==> config.mk <==
export PLATFORM = sky130hd
export DESIGN_NAME = update_slot_selector_top
export DESIGN_NICKNAME = d
export VERILOG_FILES = /design/src/uss_pkg.sv /design/src/uss_rem_unit.sv /design/src/update_slot_selector_top.sv
export SDC_FILE = /design/constraint.sdc
export NUM_CORES = 1
export LEC_CHECK = 0
export ABC_CLOCK_PERIOD_IN_PS = 8100
export BUFFER_PORTS_ARGS = -buffer_cell sky130_fd_sc_hd__buf_2
export CAP_MARGIN = 25
export CORE_MARGIN = 4
export CORE_UTILIZATION = 40
export DETAILED_ROUTE_END_ITERATION = 6
export GPL_TIMING_DRIVEN = 0
export PLACE_DENSITY_LB_ADDON = 0.05
export SETUP_SLACK_MARGIN = 0.05
export SLEW_MARGIN = 20
export SYNTH_ARGS = -nofsm -noshare
export SYNTH_HDL_FRONTEND = slang
export SYNTH_SLANG_ARGS = --single-unit
==> constraint.sdc <==
create_clock -name clk -period 8.1 [get_ports clk]
set_input_delay 2.025 -clock clk [delete_from_list [all_inputs] [get_ports clk]]
set_output_delay 2.025 -clock clk [all_outputs]
set_load 0.03 [all_outputs]
==> src/uss_pkg.sv <==
package uss_pkg;

  // Default table depth
  localparam int SLOT_CNT_DEF = 8;

  // Fixed field widths
  localparam int SEQ_W   = 32;
  localparam int ADDR_W  = 32;
  localparam int ERR_W   = 8;
  localparam int SEL_W   = 4;
  localparam int IDX_W   = 3;
  localparam int CNT_W   = 4;

  // Remainder unit: quotient bits retired per cycle
  localparam int REM_STEP   = 4;
  localparam int REM_CYCLES = SEQ_W / REM_STEP;

  // Configuration port
  localparam int CFG_IDX_W  = 1;
  localparam int CFG_DATA_W = 4;

  localparam logic [CFG_IDX_W-1:0] REG_SLOTS_IN_USE = 1'b0;
  localparam logic [CFG_IDX_W-1:0] REG_RUN_SLOT     = 1'b1;

  // Input item actions
  localparam logic ACT_WRITE = 1'b0;
  localparam logic ACT_QUERY = 1'b1;

  typedef struct packed {
    logic              action;
    logic [IDX_W-1:0]  slot_index;
    logic [ADDR_W-1:0] entry_map_addr;
    logic              entry_has_fs;
    logic              entry_valid;
    logic              entry_writeable;
    logic [ERR_W-1:0]  entry_err_count;
    logic [ADDR_W-1:0] want_map_addr;
    logic              want_fs;
    logic signed [SEL_W-1:0] exclude_a;
    logic signed [SEL_W-1:0] exclude_b;
    logic [SEQ_W-1:0]  sequence_req;
  } in_item_t;

  typedef struct packed {
    logic             found;
    logic [IDX_W-1:0] chosen_slot;
  } out_item_t;

endpackage

==> src/uss_rem_unit.sv <==
module uss_rem_unit #(
  parameter int SLOT_CNT = uss_pkg::SLOT_CNT_DEF
) (
  input  logic                                  clk,
  input  logic                                  rst,
  input  logic                                  start,
  input  logic [uss_pkg::SEQ_W-1:0]             dividend,
  input  logic [$clog2(SLOT_CNT+1)-1:0]         divisor,
  output logic                                  done,
  output logic [$clog2(SLOT_CNT+1)-1:0]         remainder
);
  import uss_pkg::*;

  localparam int NW    = $clog2(SLOT_CNT + 1);
  localparam int CYC_W = (REM_CYCLES > 1) ? $clog2(REM_CYCLES) : 1;
  localparam logic [CYC_W-1:0] CYC_LAST = CYC_W'(REM_CYCLES - 1);

  logic             busy;
  logic [CYC_W-1:0] cyc;
  logic [SEQ_W-1:0] dvd;
  logic [NW-1:0]    rem;
  logic [NW-1:0]    rem_next;
  logic [NW:0]      trial [REM_STEP];
  logic [NW-1:0]    part  [REM_STEP+1];

  // Retire REM_STEP dividend bits: shift in, compare, subtract
  always_comb begin
    part[0] = rem;
    for (int k = 0; k < REM_STEP; k++) begin
      trial[k] = {part[k], dvd[SEQ_W-1-k]};
      if (trial[k] >= (NW+1)'(divisor)) begin
        trial[k] = trial[k] - (NW+1)'(divisor);
      end
      part[k+1] = trial[k][NW-1:0];
    end
    rem_next = part[REM_STEP];
  end

  // Sequence the steps
  always_ff @(posedge clk) begin
    if (rst) begin
      busy <= 1'b0;
      done <= 1'b0;
      cyc  <= '0;
    end else begin
      done <= 1'b0;
      if (start) begin
        busy <= 1'b1;
        cyc  <= '0;
      end else if (busy) begin
        cyc <= cyc + CYC_W'(1);
        if (cyc == CYC_LAST) begin
          busy <= 1'b0;
          done <= 1'b1;
        end
      end
    end
  end

  // Hold the working dividend and partial remainder
  always_ff @(posedge clk) begin
    if (start) begin
      dvd <= dividend;
      rem <= '0;
    end else if (busy) begin
      dvd <= dvd << REM_STEP;
      rem <= rem_next;
    end
  end

  assign remainder = rem;

endmodule

==> src/update_slot_selector_top.sv <==
// Firmware slot selector. A write item stores one slot entry when it is taken and
// gives no result; writes can be taken back to back. A query item computes
// sequence_req mod slots_in_use (capped at SLOT_CNT) in the remainder unit, four bits
// a cycle, hands the start index to the scan, then walks the n slots in use one
// per cycle keeping the eligible slot with the fewest errors, and loads the result
// register in the finish step once the output register is free; in_ready rises on the
// cycle that the result becomes valid. With no slot in use a query goes from idle
// straight to the finish step. in_ready is low while a query is in progress; a finished
// result may wait in the output register while the next item is taken, and a query that
// finishes while that result still waits holds until it transfers.
module update_slot_selector_top #(
  parameter int SLOT_CNT = uss_pkg::SLOT_CNT_DEF
) (
  input  logic                             clk,
  input  logic                             rst,
  input  logic                             in_valid,
  output logic                             in_ready,
  input  uss_pkg::in_item_t                in_data,
  output logic                             out_valid,
  input  logic                             out_ready,
  output uss_pkg::out_item_t               out_data,
  input  logic                             cfg_we,
  input  logic [uss_pkg::CFG_IDX_W-1:0]    cfg_index,
  input  logic [uss_pkg::CFG_DATA_W-1:0]   cfg_data
);
  import uss_pkg::*;

  localparam int NW = $clog2(SLOT_CNT + 1);
  localparam int IW = (SLOT_CNT > 1) ? $clog2(SLOT_CNT) : 1;

  typedef enum logic [3:0] {
    ST_IDLE   = 4'b0001,
    ST_MOD    = 4'b0010,
    ST_SCAN   = 4'b0100,
    ST_FINISH = 4'b1000
  } state_t;

  function automatic logic sel_hit(logic [SEL_W-1:0] sel, logic [IW-1:0] idx);
    sel_hit = !sel[SEL_W-1] && (SEL_W'(idx) == {1'b0, sel[SEL_W-2:0]});
  endfunction

  state_t            state;
  logic [CNT_W-1:0]  slots_in_use;
  logic [SEL_W-1:0]  run_slot;

  logic [ADDR_W-1:0] slot_map_address  [SLOT_CNT];
  logic              slot_fs_present   [SLOT_CNT];
  logic              slot_is_valid     [SLOT_CNT];
  logic              slot_is_writeable [SLOT_CNT];
  logic [ERR_W-1:0]  slot_errors       [SLOT_CNT];

  in_item_t          query;
  logic [NW-1:0]     n_eff;
  logic [NW-1:0]     n_q;
  logic [IW-1:0]     idx;
  logic [SEQ_W-1:0]  cur;
  logic [NW-1:0]     visits;
  logic              have;
  logic [IW-1:0]     best;
  logic [ERR_W-1:0]  best_err;

  logic              in_xfer;
  logic              wr_hit;
  logic              rem_start;
  logic              rem_done;
  logic [NW-1:0]     rem_val;
  logic              eligible;
  logic              better;
  logic              last_visit;
  logic              out_free;

  assign in_ready  = (state == ST_IDLE);
  assign in_xfer   = in_valid && in_ready;
  assign wr_hit    = (32'(in_data.slot_index) < 32'(SLOT_CNT));
  assign n_eff     = (32'(slots_in_use) > 32'(SLOT_CNT)) ? NW'(SLOT_CNT)
                                                         : NW'(slots_in_use);
  assign rem_start = in_xfer && (in_data.action == ACT_QUERY) && (n_eff != '0);
  assign out_free  = !out_valid || out_ready;

  uss_rem_unit #(
    .SLOT_CNT(SLOT_CNT)
  ) u_rem (
    .clk       (clk),
    .rst       (rst),
    .start     (rem_start),
    .dividend  (in_data.sequence_req),
    .divisor   (n_eff),
    .done      (rem_done),
    .remainder (rem_val)
  );

  // Judge the slot under visit
  always_comb begin
    eligible = !sel_hit(run_slot, idx)
            && ((query.want_map_addr == '0) || (slot_map_address[idx] == query.want_map_addr))
            && (!query.want_fs || slot_fs_present[idx])
            && !sel_hit(query.exclude_a, idx)
            && !sel_hit(query.exclude_b, idx)
            && slot_is_valid[idx] && slot_is_writeable[idx];
    better     = eligible && (!have || (slot_errors[idx] < best_err));
    last_visit = ((visits + NW'(1)) == n_q);
  end

  // Configuration registers
  always_ff @(posedge clk) begin
    if (rst) begin
      slots_in_use <= CNT_W'(8);
      run_slot     <= '0;
    end else if (cfg_we) begin
      unique case (cfg_index)
        REG_SLOTS_IN_USE: slots_in_use <= cfg_data;
        REG_RUN_SLOT:     run_slot     <= cfg_data;
        default: ;
      endcase
    end
  end

  // Slot table: only the valid and writeable bits need clearing
  always_ff @(posedge clk) begin
    if (rst) begin
      for (int k = 0; k < SLOT_CNT; k++) begin
        slot_is_valid[k]     <= 1'b0;
        slot_is_writeable[k] <= 1'b0;
      end
    end else if (in_xfer && (in_data.action == ACT_WRITE) && wr_hit) begin
      slot_is_valid[IW'(in_data.slot_index)]     <= in_data.entry_valid;
      slot_is_writeable[IW'(in_data.slot_index)] <= in_data.entry_writeable;
    end
  end

  always_ff @(posedge clk) begin
    if (in_xfer && (in_data.action == ACT_WRITE) && wr_hit) begin
      slot_map_address[IW'(in_data.slot_index)] <= in_data.entry_map_addr;
      slot_fs_present[IW'(in_data.slot_index)]  <= in_data.entry_has_fs;
      slot_errors[IW'(in_data.slot_index)]      <= in_data.entry_err_count;
    end
  end

  // Sequencer
  always_ff @(posedge clk) begin
    if (rst) begin
      state <= ST_IDLE;
      have  <= 1'b0;
    end else begin
      unique case (state)
        ST_IDLE: begin
          if (in_xfer && (in_data.action == ACT_QUERY)) begin
            have  <= 1'b0;
            state <= (n_eff == '0) ? ST_FINISH : ST_MOD;
          end
        end
        ST_MOD: begin
          if (rem_done) begin
            state <= ST_SCAN;
          end
        end
        ST_SCAN: begin
          if (better) begin
            have <= 1'b1;
          end
          if (last_visit) begin
            state <= ST_FINISH;
          end
        end
        ST_FINISH: begin
          if (out_free) begin
            state <= ST_IDLE;
          end
        end
        default: state <= ST_IDLE;
      endcase
    end
  end

  // Raise the result on the finish step, drop it on its transfer
  always_ff @(posedge clk) begin
    if (rst) begin
      out_valid <= 1'b0;
    end else if (state == ST_FINISH && out_free) begin
      out_valid <= 1'b1;
    end else if (out_ready) begin
      out_valid <= 1'b0;
    end
  end

  // Datapath of the scan
  always_ff @(posedge clk) begin
    if (in_xfer && (in_data.action == ACT_QUERY)) begin
      query <= in_data;
      n_q   <= n_eff;
    end
    if (state == ST_MOD && rem_done) begin
      idx    <= rem_val[IW-1:0];
      cur    <= query.sequence_req;
      visits <= '0;
    end
    if (state == ST_SCAN) begin
      if (better) begin
        best     <= idx;
        best_err <= slot_errors[idx];
      end
      // Follow the 32-bit wrap of sequence + visit, then the modulus
      if ((cur == '1) || ((NW'(idx) + NW'(1)) == n_q)) begin
        idx <= '0;
      end else begin
        idx <= idx + IW'(1);
      end
      cur    <= cur + SEQ_W'(1);
      visits <= visits + NW'(1);
    end
    if (state == ST_FINISH && out_free) begin
      out_data.found       <= have;
      out_data.chosen_slot <= have ? IDX_W'(best) : '0;
    end
  end

  a_no_slot_zero: assert property (@(posedge clk) disable iff (rst)
    out_valid && !out_data.found |-> out_data.chosen_slot == '0)
    else $error("chosen_slot nonzero without a found slot");

  a_rem_in_mod: assert property (@(posedge clk) disable iff (rst)
    rem_done |-> state == ST_MOD)
    else $error("remainder finished outside of its step");

  a_scan_bound: assert property (@(posedge clk) disable iff (rst)
    state == ST_SCAN |-> visits < n_q)
    else $error("scan ran past the slots in use");

  a_finish_loads: assert property (@(posedge clk) disable iff (rst)
    state == ST_FINISH && out_free |=> state == ST_IDLE && out_valid)
    else $error("result not loaded at end of query");

endmodule
# Yosys cells after proc, flatten, opt, wreduce, memory -nomap -nowiden
# Memory sizes are Yosys's and may differ from the RTL's. A register that Yosys moved wholly into a read port is not among the register bits.
# Cells that the tools add are included.
dict set report totals {
  register_bits 186
  latchBits 0
  ram_bits 344
  mem_bits_ro 0
  input_bits 130
  out_inout_bits 6
  mem_count 5
}
dict set report classes {
  addsub 9
  n_mul 0
  n_div 0
  order_cmp 6
  n_eq_ne 17
  shift 0
  mux 46
  bitwise 3
  n_reduce_logical 46
}
# name words word_bits rd rd_ports_with_merged_regs wr line
set mem_list {}
lappend mem_list {slot_map_address 8 32 1 1 1 update_slot_selector_top.sv:46} ;# logic [ADDR_W-1:0] slot_map_address [SLOT_CNT];
lappend mem_list {slot_errors 8 8 1 1 1 update_slot_selector_top.sv:50} ;# logic [ERR_W-1:0] slot_errors [SLOT_CNT];
lappend mem_list {slot_fs_present 8 1 1 1 1 update_slot_selector_top.sv:47} ;# logic slot_fs_present [SLOT_CNT];
lappend mem_list {slot_is_valid 8 1 1 1 8 update_slot_selector_top.sv:48} ;# logic slot_is_valid [SLOT_CNT];
lappend mem_list {slot_is_writeable 8 1 1 1 8 update_slot_selector_top.sv:49} ;# logic slot_is_writeable [SLOT_CNT];
# operator n
set ops {}
lappend ops {{$mux W32} 4}
lappend ops {{$mux W4} 12}
lappend ops {{$add A32 B1 Y32 const B} 1}
lappend ops {{$eq A32 B32 Y1} 1}
lappend ops {{$eq A32 B32 Y1 const B} 1}
lappend ops {{$logic_not A32 Y1} 1}
lappend ops {{$mux W3} 10}
lappend ops {{$ge A5 B4 Y1} 4}
lappend ops {{$mux W1} 18}
lappend ops {{$logic_and A1 B1 Y1} 16}
lappend ops {{$pmux W4 S4} 1}
lappend ops {{$sub A4 B4 Y4} 4}
lappend ops {{$eq A3 B3 Y1} 3}
lappend ops {{$logic_not A1 Y1} 9}
lappend ops {{$eq A4 B4 Y1} 2}
lappend ops {{$lt A8 B8 Y1} 1}
lappend ops {{$reduce_bool A2 Y1} 4}
lappend ops {{$add A3 B1 Y3 const B} 2}
lappend ops {{$ne A2 B2 Y1 const B} 3}
lappend ops {{$reduce_and A2 Y1} 3}
lappend ops {{$logic_or A1 B1 Y1} 5}
lappend ops {{$add A3 B1 Y4 const B} 1}
lappend ops {{$add A4 B1 Y4 const B} 1}
lappend ops {{$eq A4 B1 Y1 const B} 1}
lappend ops {{other kinds (15)} 19}

# Depth between registers and ports, before layout
dict set report depth {
  ltp_word 12
  ltp_mapped 31
  ltp_nobuf 30
}

# Cells and area by module
# A second synthesis with hierarchy kept.
dict set report unflattened {
  cells_unflattened 1320
  area_unflattened_um2 22258.8
}
# module n_inst cells_per_inst area_each_um2
set by_module_without_submodules {}
lappend by_module_without_submodules {update_slot_selector_top 1 1106 19663.9}
lappend by_module_without_submodules {uss_rem_unit 1 214 2595.0}

# Least setup slack after synthesis
# No wires, ideal clock.
dict set report synth_timing {
  path_type {input port to flip-flop}
  start {in in_valid}
  end {mem slot_is_valid[6], enable pin}
  setup_time_ns 0.313
  arrival_ns 6.693
  setup_slack_ns 1.094
  stages 3
  path_buffers 0
  path_cell_list {nand2_1 > nor4_1 > or2_2}
}
# item line
set synth_lines {}
lappend synth_lines {{from (decl)} update_slot_selector_top.sv:16} ;# input logic in_valid,
lappend synth_lines {{to (decl)} update_slot_selector_top.sv:48}

# Worst setup path after layout
dict set report layout_timing {
  start {reg slots_in_use[3]}
  end {reg u_rem.rem[1] (netlist: u_rem.remainder[1])}
}
dict set report layout_via {
  elab_chain_cells 10
}
# item line
set layout_rtl {}
lappend layout_rtl {{from (decl)} update_slot_selector_top.sv:43} ;# logic [CNT_W-1:0] slots_in_use;
lappend layout_rtl {{from (signal assigned)} update_slot_selector_top.sv:111} ;# REG_SLOTS_IN_USE: slots_in_use <= cfg_data;
lappend layout_rtl {{$gt A4 B4 Y1} update_slot_selector_top.sv:75} ;# assign n_eff = (32'(slots_in_use) > 32'(SLOT_CNT)) ? NW'(SLOT_CNT)
lappend layout_rtl {{$mux W4 *} update_slot_selector_top.sv:75}
lappend layout_rtl {{$sub A4 B4 Y4 or $ge A5 B4 Y1 (tied branches)} {uss_rem_unit.sv:32, uss_rem_unit.sv:31}}
lappend layout_rtl {{$mux W4} uss_rem_unit.sv:31} ;# if (trial[k] >= (NW+1)'(divisor)) begin
lappend layout_rtl {{$sub A4 B4 Y4 or $ge A5 B4 Y1 (tied branches)} {uss_rem_unit.sv:32, uss_rem_unit.sv:31}}
lappend layout_rtl {{$mux W4} uss_rem_unit.sv:31}
lappend layout_rtl {{$ge A5 B4 Y1 or $sub A4 B4 Y4 (tied branches)} {uss_rem_unit.sv:31, uss_rem_unit.sv:32}}
lappend layout_rtl {{$mux W4} uss_rem_unit.sv:31}
lappend layout_rtl {{$sub A4 B4 Y4 or $ge A5 B4 Y1 (tied branches)} {uss_rem_unit.sv:32, uss_rem_unit.sv:31}}
lappend layout_rtl {{$mux W4} uss_rem_unit.sv:31}
lappend layout_rtl {{to (signal assigned)} uss_rem_unit.sv:67} ;# rem <= rem_next;
lappend layout_rtl {{to (decl)} uss_rem_unit.sv:21} ;# logic [NW-1:0] rem;
# Every way passes the cells marked *; elsewhere a longest branch is shown, timed or not.
# A chain may end at the register's enable or synchronous reset.

==> summary.txt <==
Layout
  – Filler Cell Count: 4714
  – Area grow syn2layout: 16.8%
  – Final Instance Area: 0.0258 mm2
  – Layout Cells excl Fill: 2316
  – Fin nets: 1729
  – Layout cell share with drive strength beyond 1: 0.230

Setup path
  – Worst EP arrival: 7.37 ns
  – CP Launch Type: register
  – Nature of the critical path endpoint: register
  – Crit-path slowest cell: a21oi_1
  – Crit path kind: reg -> reg
  – Worst path required time: 8.57 ns
  – CP peak stage delay: 0.47 ns
  – Worst Reg-to-Reg Cells: 30
  – Worst-path maximum fanout: 9
  – Most numerous cell on the critical path: a21oi_1

Clocking
  – Maximum clock path buffer count: 3
  – PostCTS Resize Cnt: 0
  – Clk_lat worst skew: 0.61 ns
  – H-tree levels: 2
  – Clock transition at the registers of the reported paths: 0.06 ns
  – CTS root buf: clkbuf_16
  – CTS tree: done
  – Clk sinks: 533
  – Total CTS buffers: 56
  – Hold_buf cts: 0
  – Setup Fix Bufs, Post-CTS: 0

Power and ir drop
  – Max IR drop VDD: 164 uV
  – PD cells: 262 mW/mm2
  – Pleak: 9.01 nW

STA
  – Final period utilization: 0.852
  – Fin. max-slew vios: 0
  – Crit path time final: 6.90 ns
  – Layout Skew: 0.0218 ns
  – Fmax: 145 MHz
  – Setup TNS Final: 0 ns
  – Slew @ Worst Pin: 1.05 ns
  – Fin Hold WS: 0.457 ns
  – Final worst slack: 1.20 ns
  – # setup viols final: 0
  – Final Hold Violating Endpoints: 0
  – Slew HR: 0.297
  – RSZ-0062 raised after global routing: false

Floorplanning
  – Core area: 0.0542 mm2
  – Initial Util: 0.408
  – I/O pin cnt: 136
  – Die area: 0.0591 mm2
  – Die Ht: 243 um
  – Width of the die: 243 um
  – Site Rows: 85

Logic synthesis
  – Register bit total from synthesis: 533
  – Post-synth net total: 1509
  – Synth Instances: 1350
  – Synthesis warning total: 0
  – EDFF count, synth: 507
  – Post-synth ARST share: 0
  – Mapped cell area: 0.0221 mm2
  – Synth unique cells: 67
  – Seq/Total Area, Yosys: 0.712
  – Avg Inst Size Synth: 16.4 um2
  – Main synth FF type: edfxtp_1

Place
  – Placed insts: 2207
  – Placed wire-length estimate: 35900 um
  – GPL Wtd Cong: 0.790
  – Placed inst area: 0.0241 mm2
  – I/O Buffers: 135
  – Pre-CTS setup slack: 1.26 ns

GRT
  – Initial antenna violation count: 6
  – Vias in the first global route: 12682
  – Largest net degree at the start of global routing: 47
  – First-pass GRT wire length: 79500 um
  – Overflow after GRT: 0
  – Total track usage: 0.177

Flow run
  – MaxCap Viol Count: 0

Routing
  – Vias per Instance: 5.28
  – Drt drc: 0
  – Routed Antenna Nets: 0
  – Routed WL: 52500 um
  – Iter 0 DRT Violations: 805
  – Avg WL per Cell: 22.6 um
  – Via count: 12227
  – Drt first pass iters: 5

Outcome
  – Outcome: complete, no violations

Min path
  – Worst hold stages: 0
  – Hold Path Class: reg -> reg
==> synthesized netlist by cell type (17+ instances only) <==
| cell | instances | area [um2] |
|---|---|---|
| nand2_1 | 176 | 661 |
| dfxtp_1 | 26 | 521 |
| ha_1 | 25 | 313 |
| nor2_1 | 41 | 154 |
| a21oi_1 | 21 | 105 |
| nor4_1 | 18 | 113 |
| nor3_1 | 18 | 90.1 |
| inv_1 | 40 | 150 |
| xor2_1 | 65 | 569 |
| nand4_1 | 17 | 106 |
| o21ai_0 | 41 | 205 |
| mux4_2 | 80 | 1800 |
| mux2i_1 | 42 | 420 |
| clkbuf_1 | 30 | 113 |
| edfxtp_1 | 507 | 15200 |
| nand3_1 | 23 | 115 |
| xnor2_1 | 25 | 219 |
==> stage by stage <==
stage	power [mW]	util
finish	6.78	0.476
detailed placement	4.39	0.444
floorplan	4.06	-
CTS	6.85	0.476
global route	7.11	0.476
global placement	4.37	0.436
==> cell type report <==
type                    count  area (um2)  area share
clock inverters            30         243     0.00940
repair buffers            162        1040      0.0402
multi-input cells         726        6040       0.234
well taps                 696         871      0.0337
clock buffers              73        1500      0.0579
flip-flops and latches    533       15700       0.610
diodes                      5        12.5    0.000484
plain buffers              51         219     0.00848
inverters                  40         163     0.00630
==> cells by family (layout without fill, tap and decap cells) <==
logic type               Yosys count  count (layout)  synth area share
buffers and inverters             91             356            0.0167
AO/OA/AOI/OAI                    116             116            0.0354
other                              0               5                 0
XOR/XNOR                          90              90            0.0356
flip-flops                       533             533             0.712
AND/OR/NAND/NOR                  359             359            0.0768
multiplexers                     132             132             0.106
adder cells (fa/ha/maj)           29              29            0.0178
==> layout by cell type, fill, tap and decap left out, drive strengths merged, types with 4 or more instances in the layout <==
cell type / count
edfxtp: 507
buf: 182
nand2: 176
clkbuf: 103
mux4: 80
xor2: 65
mux2i: 42
inv: 42
o21ai: 41
nor2: 41
dfxtp: 26
xnor2: 25
ha: 25
clkinv: 24
nand3: 23
a21oi: 21
nor3: 18
nor4: 18
nand4: 17
and2: 12
nand2b: 11
mux2: 10
or2: 9
and3: 7
nor2b: 6
o31ai: 6
diode: 5
a31oi: 5
a211o: 5
o22ai: 4
or3: 4
fa: 4
o221ai: 4
==> flip-flops by register name (all words and copies together) (netlist names), 3 cells and up, named ones only <==
name	flops
u_rem.remainder	4
u_rem.dvd	32
idx	3
visits	4
cur	32
best	3
query	73
n_q	4
out_data	4
state	4
best_err	8
slot_fs_present	8
u_rem.cyc	3
slot_is_valid	8
slot_map_address	256
slots_in_use	4
run_slot	4
slot_is_writeable	8
slot_errors	64
==> metal layers <==
layer  routed length, um  global-route usage  up-vias
met5                   7                   0        -
met4                 772              0.0353        2
met3                2430              0.0329       60
met2               24600               0.280      249
met1               24700               0.259     6256
li1                    -                   -     5660
==> path summary, 6_finish.rpt <==
check / start / slack (ns) / endpoint
hold / removal: idx[2]$_DFFE_PN_ / 0.46 / best[2]$_DFFE_PP_
hold reg to reg: idx[2]$_DFFE_PN_ / 0.46 / best[2]$_DFFE_PP_
setup / recovery: slots_in_use[3]$_SDFFE_PP1P_ / 1.20 / u_rem.remainder[1]$_SDFFE_PP0P_
setup reg to reg: slots_in_use[3]$_SDFFE_PP1P_ / 1.20 / u_rem.remainder[1]$_SDFFE_PP0P_
==> report_power, final <==
part | internal (mW) | total (mW) | switching [mW]
sequential | 3.24 | 3.32 | 0.0799
clock | 1.39 | 2.44 | 1.05
combinational | 0.369 | 1.02 | 0.647
total | 5.00 | 6.78 | 1.77
==> critical path, delay by kind of cell (launching register included) <==
| family | cells | cell delay [ns] |
|---|---|---|
| AOI/OAI and AO/OA | 12 | 2.79 |
| adders and majority gates | 4 | 1.40 |
| and+or+nand+nor | 8 | 1.28 |
| buffers and inverters | 4 | 0.56 |
| xor gates and xnor gates | 2 | 0.44 |
| DFF | 1 | 0.30 |
Power figures use the tool's default switching activity.
